### src/rtl/lfpwm_pkg.sv
// lfpwm_pkg: shared types, constants and control-word layout for the line-follow PID
// wheel mixer. No dependencies; imported by every module in rtl/.
`timescale 1ns / 1ps

package lfpwm_pkg;

	// integral width (range 16..32)
	localparam int SUM_WIDTH = 24;

	localparam int SENSOR_W = 8;
	localparam int SPEED_W  = 8;
	localparam int GAIN_W   = 16;
	localparam int ERR_W    = 9;
	localparam int DERIV_W  = ERR_W + 1;
	localparam int PID_W    = 16;
	localparam int CFG_W    = 16;
	localparam int CFG_IDX_W = 3;

	// shared multiplier: A carries error/derivative/integral/reciprocal, B gains/magnitudes
	localparam int RECIP_W  = 23;
	localparam int MA_W     = (SUM_WIDTH > RECIP_W) ? SUM_WIDTH : RECIP_W;
	localparam int MB_W     = 18;
	localparam int PROD_W   = MA_W + MB_W;
	localparam int ACC_W    = PROD_W + 2;

	// n/5 == (n * RECIP) >> RECIP_SHIFT, exact for n < 2^17
	localparam int RECIP_SHIFT = 24;
	localparam int RECIP_VAL   = 3355444;
	localparam int MAG_W       = 17;
	localparam int QUO_W       = 15;

	localparam logic [ERR_W-1:0] SENSOR_CENTER = ERR_W'(127);

	localparam logic [1:0] MODE_STRAIGHT = 2'd0;
	localparam logic [1:0] MODE_RIGHT    = 2'd1;
	localparam logic [1:0] MODE_LEFT     = 2'd2;
	localparam logic [1:0] MODE_HOLD     = 2'd3;

	typedef enum logic [CFG_IDX_W-1:0] {
		CFG_GAIN_P     = 3'd0,
		CFG_GAIN_I     = 3'd1,
		CFG_GAIN_D     = 3'd2,
		CFG_BASE_LEFT  = 3'd3,
		CFG_BASE_RIGHT = 3'd4,
		CFG_TURN_MODE  = 3'd5,
		CFG_REVERSE    = 3'd6
	} cfg_idx_t;

	typedef struct packed {
		logic signed [GAIN_W-1:0] gain_p;
		logic signed [GAIN_W-1:0] gain_i;
		logic signed [GAIN_W-1:0] gain_d;
		logic [SPEED_W-1:0]       base_left;
		logic [SPEED_W-1:0]       base_right;
		logic [1:0]               turn_mode;
		logic                     reverse;
	} cfg_t;

	// microcode
	localparam int STEP_W = 4;

	typedef enum logic [1:0] {A_ERR, A_DERIV, A_SUM, A_RECIP} a_sel_t;
	typedef enum logic [2:0] {B_GP, B_GI, B_GD, B_NL, B_NR} b_sel_t;
	typedef enum logic [1:0] {ACC_KEEP, ACC_LOAD, ACC_ADD} acc_op_t;
	typedef enum logic {JC_NONE, JC_HOLD} jcond_t;

	typedef struct packed {
		a_sel_t             a_sel;
		b_sel_t             b_sel;
		acc_op_t            acc_op;
		logic               sum_wr;
		logic               pid_wr;
		logic               left_wr;
		logic               right_wr;
		logic               emit;
		jcond_t             jcond;
		logic [STEP_W-1:0]  jtgt;
	} ctrl_t;

	localparam logic [STEP_W-1:0] STEP_EMIT = STEP_W'(8);

	localparam ctrl_t CTRL_NOP = '{a_sel: A_ERR, b_sel: B_GP, acc_op: ACC_KEEP,
		sum_wr: 1'b0, pid_wr: 1'b0, left_wr: 1'b0, right_wr: 1'b0, emit: 1'b0,
		jcond: JC_NONE, jtgt: '0};

endpackage

### src/rtl/lfpwm_seq.sv
// lfpwm_seq: step counter and microcode store for the PID/mixer program.
// Depends on lfpwm_pkg (ctrl_t, step constants).
`timescale 1ns / 1ps

module lfpwm_seq (
	input  logic              clk,
	input  logic              arst_n,
	input  logic              start,
	input  logic              hold,
	input  logic              stall,
	output logic              busy,
	output lfpwm_pkg::ctrl_t  ctrl
);
	import lfpwm_pkg::*;

	logic              busy_q;
	logic [STEP_W-1:0] step_q;
	ctrl_t             rom_word;

	// program: products feed the accumulator one step behind the multiply
	always_comb begin
		rom_word = CTRL_NOP;
		unique case (step_q)
			STEP_W'(0): begin
				rom_word.a_sel = A_ERR;
				rom_word.b_sel = B_GP;
				rom_word.jcond = JC_HOLD;
				rom_word.jtgt  = STEP_EMIT;
			end
			STEP_W'(1): begin
				rom_word.sum_wr = 1'b1;
				rom_word.a_sel  = A_DERIV;
				rom_word.b_sel  = B_GD;
				rom_word.acc_op = ACC_LOAD;
			end
			STEP_W'(2): begin
				rom_word.a_sel  = A_SUM;
				rom_word.b_sel  = B_GI;
				rom_word.acc_op = ACC_ADD;
			end
			STEP_W'(3): rom_word.acc_op = ACC_ADD;
			STEP_W'(4): rom_word.pid_wr = 1'b1;
			STEP_W'(5): begin
				rom_word.a_sel = A_RECIP;
				rom_word.b_sel = B_NL;
			end
			STEP_W'(6): begin
				rom_word.a_sel   = A_RECIP;
				rom_word.b_sel   = B_NR;
				rom_word.left_wr = 1'b1;
			end
			STEP_W'(7): rom_word.right_wr = 1'b1;
			STEP_EMIT:  rom_word.emit = 1'b1;
			default:    rom_word = CTRL_NOP;
		endcase
	end

	assign ctrl = busy_q ? rom_word : CTRL_NOP;
	assign busy = busy_q;

	always_ff @(posedge clk or negedge arst_n) begin
		if (!arst_n) begin
			busy_q <= 1'b0;
			step_q <= '0;
		end else if (start) begin
			busy_q <= 1'b1;
			step_q <= '0;
		end else if (busy_q) begin
			if (rom_word.emit) begin
				if (!stall) begin
					busy_q <= 1'b0;
					step_q <= '0;
				end
			end else if (rom_word.jcond == JC_HOLD && hold) begin
				step_q <= rom_word.jtgt;
			end else begin
				step_q <= step_q + STEP_W'(1);
			end
		end
	end

endmodule

### src/rtl/lfpwm_dp.sv
// lfpwm_dp: datapath for the PID/mixer: error and integral registers, shared multiplier,
// accumulator, PID saturation and wheel mixing. Depends on lfpwm_pkg.
`timescale 1ns / 1ps

module lfpwm_dp (
	input  logic                             clk,
	input  logic                             arst_n,
	input  logic                             load,
	input  logic [lfpwm_pkg::SENSOR_W-1:0]   sensor_value,
	input  lfpwm_pkg::cfg_t                  cfg,
	input  lfpwm_pkg::ctrl_t                 ctrl,
	output logic [lfpwm_pkg::SPEED_W-1:0]    left_speed,
	output logic [lfpwm_pkg::SPEED_W-1:0]    right_speed
);
	import lfpwm_pkg::*;

	logic signed [ERR_W-1:0]     err_q, prior_q, err_raw, err_new;
	logic signed [DERIV_W-1:0]   deriv_q;
	logic signed [SUM_WIDTH-1:0] sum_q;
	logic signed [SUM_WIDTH:0]   sum_ext;
	logic signed [MA_W-1:0]      mul_a;
	logic signed [MB_W-1:0]      mul_b;
	logic signed [PROD_W-1:0]    prod_q;
	logic signed [ACC_W-1:0]     acc_q, acc_adj, acc_sh;
	logic signed [PID_W-1:0]     pid_q, pid_sat;
	logic signed [MB_W-1:0]      pid3, xl3, xr3;
	logic [MAG_W-1:0]            nl, nr;
	logic [QUO_W-1:0]            quo;
	logic [SPEED_W-1:0]          left_q, right_q, left_nxt, right_nxt;

	function automatic logic [MAG_W-1:0] mag_for_div5(input logic signed [MB_W-1:0] x);
		logic [MB_W-1:0] neg_x;
		neg_x = MB_W'(-x);
		// floor for negative x: -(|x| + 4) / 5
		if (x[MB_W-1]) mag_for_div5 = neg_x[MAG_W-1:0] + MAG_W'(4);
		else           mag_for_div5 = x[MAG_W-1:0];
	endfunction

	function automatic logic [SPEED_W-1:0] clamp_speed(input logic signed [MB_W:0] v);
		if (v[MB_W])                        clamp_speed = '0;
		else if (v > (MB_W+1)'(255))        clamp_speed = '1;
		else                                clamp_speed = v[SPEED_W-1:0];
	endfunction

	// base + floor(x / 5) using the registered quotient magnitude
	function automatic logic [SPEED_W-1:0] mix_fifth(input logic [SPEED_W-1:0] base,
			input logic neg, input logic [QUO_W-1:0] q);
		logic signed [MB_W:0] d;
		d = (MB_W+1)'(q);
		if (neg) d = -d;
		mix_fifth = clamp_speed((MB_W+1)'(base) + d);
	endfunction

	// base + floor(x / 2); shift on its own so it stays arithmetic
	function automatic logic [SPEED_W-1:0] mix_half(input logic [SPEED_W-1:0] base,
			input logic signed [PID_W-1:0] x, input logic negate);
		logic signed [MB_W:0] xe;
		xe = (MB_W+1)'(x);
		if (negate) xe = -xe;
		xe = xe >>> 1;
		mix_half = clamp_speed((MB_W+1)'(base) + xe);
	endfunction

	// error on intake
	assign err_raw = $signed({1'b0, sensor_value}) - $signed(SENSOR_CENTER);
	assign err_new = cfg.reverse ? -err_raw : err_raw;

	assign sum_ext = $signed({sum_q[SUM_WIDTH-1], sum_q}) + (SUM_WIDTH+1)'(err_q);

	always_comb begin
		case (ctrl.a_sel)
			A_ERR:   mul_a = MA_W'(err_q);
			A_DERIV: mul_a = MA_W'(deriv_q);
			A_SUM:   mul_a = MA_W'(sum_q);
			A_RECIP: mul_a = MA_W'(RECIP_VAL);
			default: mul_a = '0;
		endcase
		case (ctrl.b_sel)
			B_GP:    mul_b = MB_W'(cfg.gain_p);
			B_GI:    mul_b = MB_W'(cfg.gain_i);
			B_GD:    mul_b = MB_W'(cfg.gain_d);
			B_NL:    mul_b = $signed({1'b0, nl});
			B_NR:    mul_b = $signed({1'b0, nr});
			default: mul_b = '0;
		endcase
	end

	// truncate toward zero, then saturate to int16
	always_comb begin
		acc_adj = acc_q + (acc_q[ACC_W-1] ? ACC_W'(255) : ACC_W'(0));
		acc_sh  = acc_adj >>> 8;
		if (acc_sh > ACC_W'(32767))       pid_sat = 16'sh7FFF;
		else if (acc_sh < -ACC_W'(32768)) pid_sat = -16'sh8000;
		else                              pid_sat = acc_sh[PID_W-1:0];
	end

	assign pid3 = MB_W'(pid_q) + (MB_W'(pid_q) <<< 1);
	assign xl3  = -pid3;
	assign xr3  = pid3;
	assign nl   = mag_for_div5(xl3);
	assign nr   = mag_for_div5(xr3);
	assign quo  = prod_q[RECIP_SHIFT +: QUO_W];

	assign left_nxt  = (cfg.turn_mode == MODE_RIGHT) ? mix_half(cfg.base_left, pid_q, 1'b1)
		: mix_fifth(cfg.base_left, xl3[MB_W-1], quo);
	assign right_nxt = (cfg.turn_mode == MODE_LEFT) ? mix_half(cfg.base_right, pid_q, 1'b0)
		: mix_fifth(cfg.base_right, xr3[MB_W-1], quo);

	always_ff @(posedge clk or negedge arst_n) begin
		if (!arst_n) begin
			prior_q <= '0;
			sum_q   <= '0;
			left_q  <= '0;
			right_q <= '0;
		end else begin
			if (load) prior_q <= err_new;
			if (ctrl.sum_wr) begin
				if (sum_ext[SUM_WIDTH] != sum_ext[SUM_WIDTH-1])
					sum_q <= {sum_ext[SUM_WIDTH], {(SUM_WIDTH-1){~sum_ext[SUM_WIDTH]}}};
				else
					sum_q <= sum_ext[SUM_WIDTH-1:0];
			end
			if (ctrl.left_wr)  left_q  <= left_nxt;
			if (ctrl.right_wr) right_q <= right_nxt;
		end
	end

	always_ff @(posedge clk) begin
		if (load) begin
			err_q   <= err_new;
			deriv_q <= DERIV_W'(err_new) - DERIV_W'(prior_q);
		end
		prod_q <= PROD_W'(mul_a) * PROD_W'(mul_b);
		case (ctrl.acc_op)
			ACC_LOAD: acc_q <= ACC_W'(prod_q);
			ACC_ADD:  acc_q <= acc_q + ACC_W'(prod_q);
			default:  acc_q <= acc_q;
		endcase
		if (ctrl.pid_wr) pid_q <= pid_sat;
	end

	assign left_speed  = left_q;
	assign right_speed = right_q;

endmodule

### src/rtl/line_follow_pid_wheel_mixer.sv
// line_follow_pid_wheel_mixer: top level; config registers, stream handshakes, output register.
// Depends on lfpwm_pkg, lfpwm_seq, lfpwm_dp.
`timescale 1ns / 1ps

// Line-follow PID controller with differential wheel mixing.
// Input stream: one sensor reading per transaction on s_tdata[7:0].
// Output stream: one transaction per input, m_tdata = {right_speed, left_speed}.
// Config: cfg_we/cfg_index/cfg_data write one register per cycle; write only while idle
//   (no transaction in flight). Index 7 is ignored.
// Sequencing: a microcoded sequencer runs a 9-step program over one shared MA_W x 18
//   multiplier (24x18 at the default SUM_WIDTH): 3 multiply-accumulate steps, PID
//   saturate, two reciprocal-multiply divide-by-5 steps, two wheel writes and an emit step.
//   In hold mode the program skips from its first step straight to the emit step.
//   s_tready is high only while the sequencer is idle, so a new reading is not
//   accepted until the previous result has been emitted.
// Back-pressure: the result sits in an output register; the next input is still
//   accepted and processed, and the sequencer waits at its emit step only if the
//   output register is still full when the next result is ready.
// Reset (arst_n low): gains 1.0/0/0, bases 128, mode 0, forward; error history,
//   integral and held speeds clear to zero; both streams go idle.

module line_follow_pid_wheel_mixer (
	input  logic                               clk,
	input  logic                               arst_n,
	input  logic                               s_tvalid,
	output logic                               s_tready,
	input  logic [7:0]                         s_tdata,   // [7:0] sensor_value
	output logic                               m_tvalid,
	input  logic                               m_tready,
	output logic [15:0]                        m_tdata,   // [7:0] left_speed, [15:8] right_speed
	input  logic                               cfg_we,
	input  logic [lfpwm_pkg::CFG_IDX_W-1:0]    cfg_index,
	input  logic [lfpwm_pkg::CFG_W-1:0]        cfg_data
);
	import lfpwm_pkg::*;

	cfg_t               cfg_q;
	ctrl_t              ctrl;
	logic               busy, accept, stall, emit_fire, m_tvalid_q;
	logic [SPEED_W-1:0] left_speed, right_speed;
	logic [15:0]        m_tdata_q;

	assign s_tready  = !busy;
	assign accept    = s_tvalid && s_tready;
	// output slot is full and not draining this cycle
	assign stall     = m_tvalid_q && !m_tready;
	assign emit_fire = ctrl.emit && !stall;

	always_ff @(posedge clk or negedge arst_n) begin
		if (!arst_n) begin
			cfg_q.gain_p     <= 16'sd256;
			cfg_q.gain_i     <= '0;
			cfg_q.gain_d     <= '0;
			cfg_q.base_left  <= 8'd128;
			cfg_q.base_right <= 8'd128;
			cfg_q.turn_mode  <= MODE_STRAIGHT;
			cfg_q.reverse    <= 1'b0;
		end else if (cfg_we) begin
			case (cfg_index)
				CFG_GAIN_P:     cfg_q.gain_p     <= cfg_data;
				CFG_GAIN_I:     cfg_q.gain_i     <= cfg_data;
				CFG_GAIN_D:     cfg_q.gain_d     <= cfg_data;
				CFG_BASE_LEFT:  cfg_q.base_left  <= cfg_data[SPEED_W-1:0];
				CFG_BASE_RIGHT: cfg_q.base_right <= cfg_data[SPEED_W-1:0];
				CFG_TURN_MODE:  cfg_q.turn_mode  <= cfg_data[1:0];
				CFG_REVERSE:    cfg_q.reverse    <= cfg_data[0];
				default:        ;
			endcase
		end
	end

	lfpwm_seq u_seq (
		.clk    (clk),
		.arst_n (arst_n),
		.start  (accept),
		.hold   (cfg_q.turn_mode == MODE_HOLD),
		.stall  (stall),
		.busy   (busy),
		.ctrl   (ctrl)
	);

	lfpwm_dp u_dp (
		.clk          (clk),
		.arst_n       (arst_n),
		.load         (accept),
		.sensor_value (s_tdata[SENSOR_W-1:0]),
		.cfg          (cfg_q),
		.ctrl         (ctrl),
		.left_speed   (left_speed),
		.right_speed  (right_speed)
	);

	// output register
	always_ff @(posedge clk or negedge arst_n) begin
		if (!arst_n) begin
			m_tvalid_q <= 1'b0;
		end else if (emit_fire) begin
			m_tvalid_q <= 1'b1;
		end else if (m_tready) begin
			m_tvalid_q <= 1'b0;
		end
	end

	always_ff @(posedge clk) begin
		if (emit_fire) m_tdata_q <= {right_speed, left_speed};
	end

	assign m_tvalid = m_tvalid_q;
	assign m_tdata  = m_tdata_q;

`ifndef SYNTHESIS
	a_accept_busy: assert property (@(posedge clk) disable iff (!arst_n)
		accept |=> busy)
		else $error("sequencer not busy after accept");

	a_emit_slot_free: assert property (@(posedge clk) disable iff (!arst_n)
		emit_fire |-> (!m_tvalid_q || m_tready))
		else $error("result loaded over an undelivered result");

	a_one_write: assert property (@(posedge clk) disable iff (!arst_n)
		$onehot0({ctrl.sum_wr, ctrl.pid_wr, ctrl.left_wr, ctrl.right_wr, ctrl.emit}))
		else $error("more than one write strobe in a step");

	a_idle_quiet: assert property (@(posedge clk) disable iff (!arst_n)
		!busy |-> !ctrl.emit && !ctrl.sum_wr)
		else $error("control active while idle");
`endif

endmodule
### config.mk
export PLATFORM = sky130hd
export DESIGN_NAME = line_follow_pid_wheel_mixer
export DESIGN_NICKNAME = d
export VERILOG_FILES = /design/src/rtl/lfpwm_pkg.sv /design/src/rtl/lfpwm_seq.sv /design/src/rtl/lfpwm_dp.sv /design/src/rtl/line_follow_pid_wheel_mixer.sv
export SDC_FILE = /design/constraint.sdc
export NUM_CORES = 2
export LEC_CHECK = 0
export BUFFER_PORTS_ARGS = -buffer_cell sky130_fd_sc_hd__buf_2
export CORE_MARGIN = 8
export CORE_UTILIZATION = 46
export DETAILED_ROUTE_END_ITERATION = 10
export SYNTH_ARGS = -nofsm -noshare
export SYNTH_HDL_FRONTEND = slang
export SYNTH_HIERARCHICAL = 1
export SYNTH_SLANG_ARGS = --single-unit
### constraint.sdc
create_clock -name clk -period 9.5 [get_ports clk]
set_input_delay 0.475 -clock clk [delete_from_list [all_inputs] [get_ports clk]]
set_output_delay 0.475 -clock clk [all_outputs]
set_load 0.02 [all_outputs]
==> reports/qor.txt <==
Critical path's slowest cell -> fa_1
Critical Path AT -> 10.19 ns
Clock skew -> 0.0334 ns
Ant. Diodes -> 0
Root Driver -> clkbuf_16
Core Rows -> 101
Vias in the first global route -> 28400
Top cell by count, worst path -> fa_1
Num ports -> 50
Detail Route Antenna Nets -> 0
Antenna violations before repair -> 2
GRT Util Overall -> 0.222
Placed instance area -> 38500 sq um
First-pass DRT Iterations -> 5
Remaining Overflow, GRT -> 0
Die W -> 291 microns
Final worst-path setup slack -> -0.247 ns
Vias -> 27600
Cts bufs inserted -> 34
Worst setup path class -> reg2reg
Port bufs -> 49
Die Height -> 291 microns
Max-Cap Viols -> 0
Element type at the critical path end -> flip-flop
Post-Syn Area -> 34900 sq um
TritonCTS clock tree -> done
H-tree lvl count -> 2
Hold slack -> 0.0340 ns
Cells after synthesis -> 3872
Total Neg Setup Slack -> -1.33 ns
Latest clock arrival within the worst-skew pair -> 0.56 ns
Largest net degree at the start of global routing -> 66
Outcome -> finished with violations
Required @ worst endpoint -> 9.94 ns
Initial DRC Count -> 1652
Final instance area -> 40500 sq um
Die area -> 84800 sq um
Slew Viols, Final -> 0
Setup violators final -> 12
P&R area growth vs syn -> 16.3%
Syn avg cell area -> 9.00 sq um
First-pass GRT wire length -> 153000 microns
Clock transition at path regs -> 0.06 ns
RSZ-0062 raised after global routing -> yes
Residual DRC -> 0
Via/cell ratio -> 5.35
Max Freq -> 0.103 GHz
Placement Setup Slack -> -0.551 ns
Nets -> 4892
Relative slew slack -> 0.252
Hold Crit Class -> in2async
Initial core utilization -> 0.462
Sink Count -> 259
Tcrit/Tclk final -> 1.03
Critical path fanouts, max -> 6
Wire per inst -> 18.3 microns
Tmin final -> 9.75 ns
Failing checks -> setup timing
Core Box Area -> 75400 sq um
DP HPWL -> 76400 microns
Tightest Pin Transition -> 1.12 ns
Final Hold Viols -> 0
Clock tree buffer depth -> 3
Post-synth net total -> 4599
CP Launch Type -> flip-flop
Drt total wl -> 94600 microns
Ys Warns -> 6
Worst path max stage delay -> 0.54 ns
Post-CTS Hold Buffers -> 0
GPL Wtd Cong -> 0.905
Share of layout cells above drive strength 1 -> 0.178
## per-stage QoR
stage,utilization,instances
after global placement,0.511,5077
final,0.537,5169
after detailed placement,0.511,5077
after CTS,0.530,5153
after global routing,0.537,5169
after floorplan,-,3872
## final timing paths
kind                                                 from                              to  slack (ns)  depth (start not counted)
setup / recovery              u_dp/pid_q[1]$_SDFFCE_PN1P_         u_dp/prod_q[41]$_DFF_P_       -0.25                         39
hold / removal                                     arst_n       u_dp/sum_q[7]$_DFFE_PN0P_        0.03                          1
setup reg to reg              u_dp/pid_q[1]$_SDFFCE_PN1P_         u_dp/prod_q[41]$_DFF_P_       -0.25                         39
hold reg to reg            u_dp/left_speed[4]$_DFFE_PN0P_            m_tdata[4]$_DFFE_PP_        0.45                          0
max in group asynchronous                          arst_n  u_dp/left_speed[4]$_DFFE_PN0P_        8.13                          2
min in group clk                             cfg_data[15]           cfg_q[50]$_DFFE_PN0P_        0.18                          2
## layout make-up
class                   count  area, sq um
multi-input cells        2843        26000
flip-flops and latches    259         6750
clock inverters            15          109
well taps                 978         1220
inverters                 636         2390
clock buffers              47         1000
repair buffers            391         3050
fillers                  6947        34900
## critical path: cells and delay by family (launching register included)
kind	cells	cell delay, ns
buf+inv	5	0.55
fa+ha+maj	8	3.64
flops	1	0.49
simple gates	6	1.53
xor+xnor	3	0.41
compound gates	17	3.02
## sequential cells by signal, summed over array words and instances (netlist names)
| signal | cells |
|---|---|
| u_dp/err_q | 9 |
| u_dp/deriv_q | 10 |
| u_dp/prod_q | 42 |
| u_dp/prior_q | 9 |
| u_dp/acc_q | 44 |
| u_seq/busy | 1 |
| u_dp/pid_q | 16 |
| u_dp/sum_q | 24 |
| cfg_q | 67 |
| m_tvalid | 1 |
| u_dp/right_speed | 8 |
| m_tdata | 16 |
| u_seq/step_q | 4 |
| u_dp/left_speed | 8 |
## timing repair
item,4_1_cts,5_1_grt
gates cloned,0,2
setup buffers,14,15
endpoints found under the setup margin,17,22
gates resized for setup,45,95
pin swaps,45,57
## per-layer routing
metal	GRT usage	vias to the layer above	share of wire
met5	0	-	0
met4	0.0647	0	0.032
met3	0.0221	134	0.044
met1	0.304	13600	0.46
met2	0.373	592	0.47
li1	-	13300	-
## placed cells by master, fill, tap and decap left out, types with 57 or more instances in the layout
master      n
xor2_1     61
nand2_1   474
dfrtp_1   119
xnor2_1   169
buf_4     313
ha_1      244
a21oi_1   178
inv_1     626
fa_1      428
o21ai_0   114
nor2_1    246
edfxtp_1   95
mux2_2     95
nand3_1    57
Power is left out: the tool's default activity adds up to more than one toggle a clock period on the data nets, which glitch-free logic cannot reach.
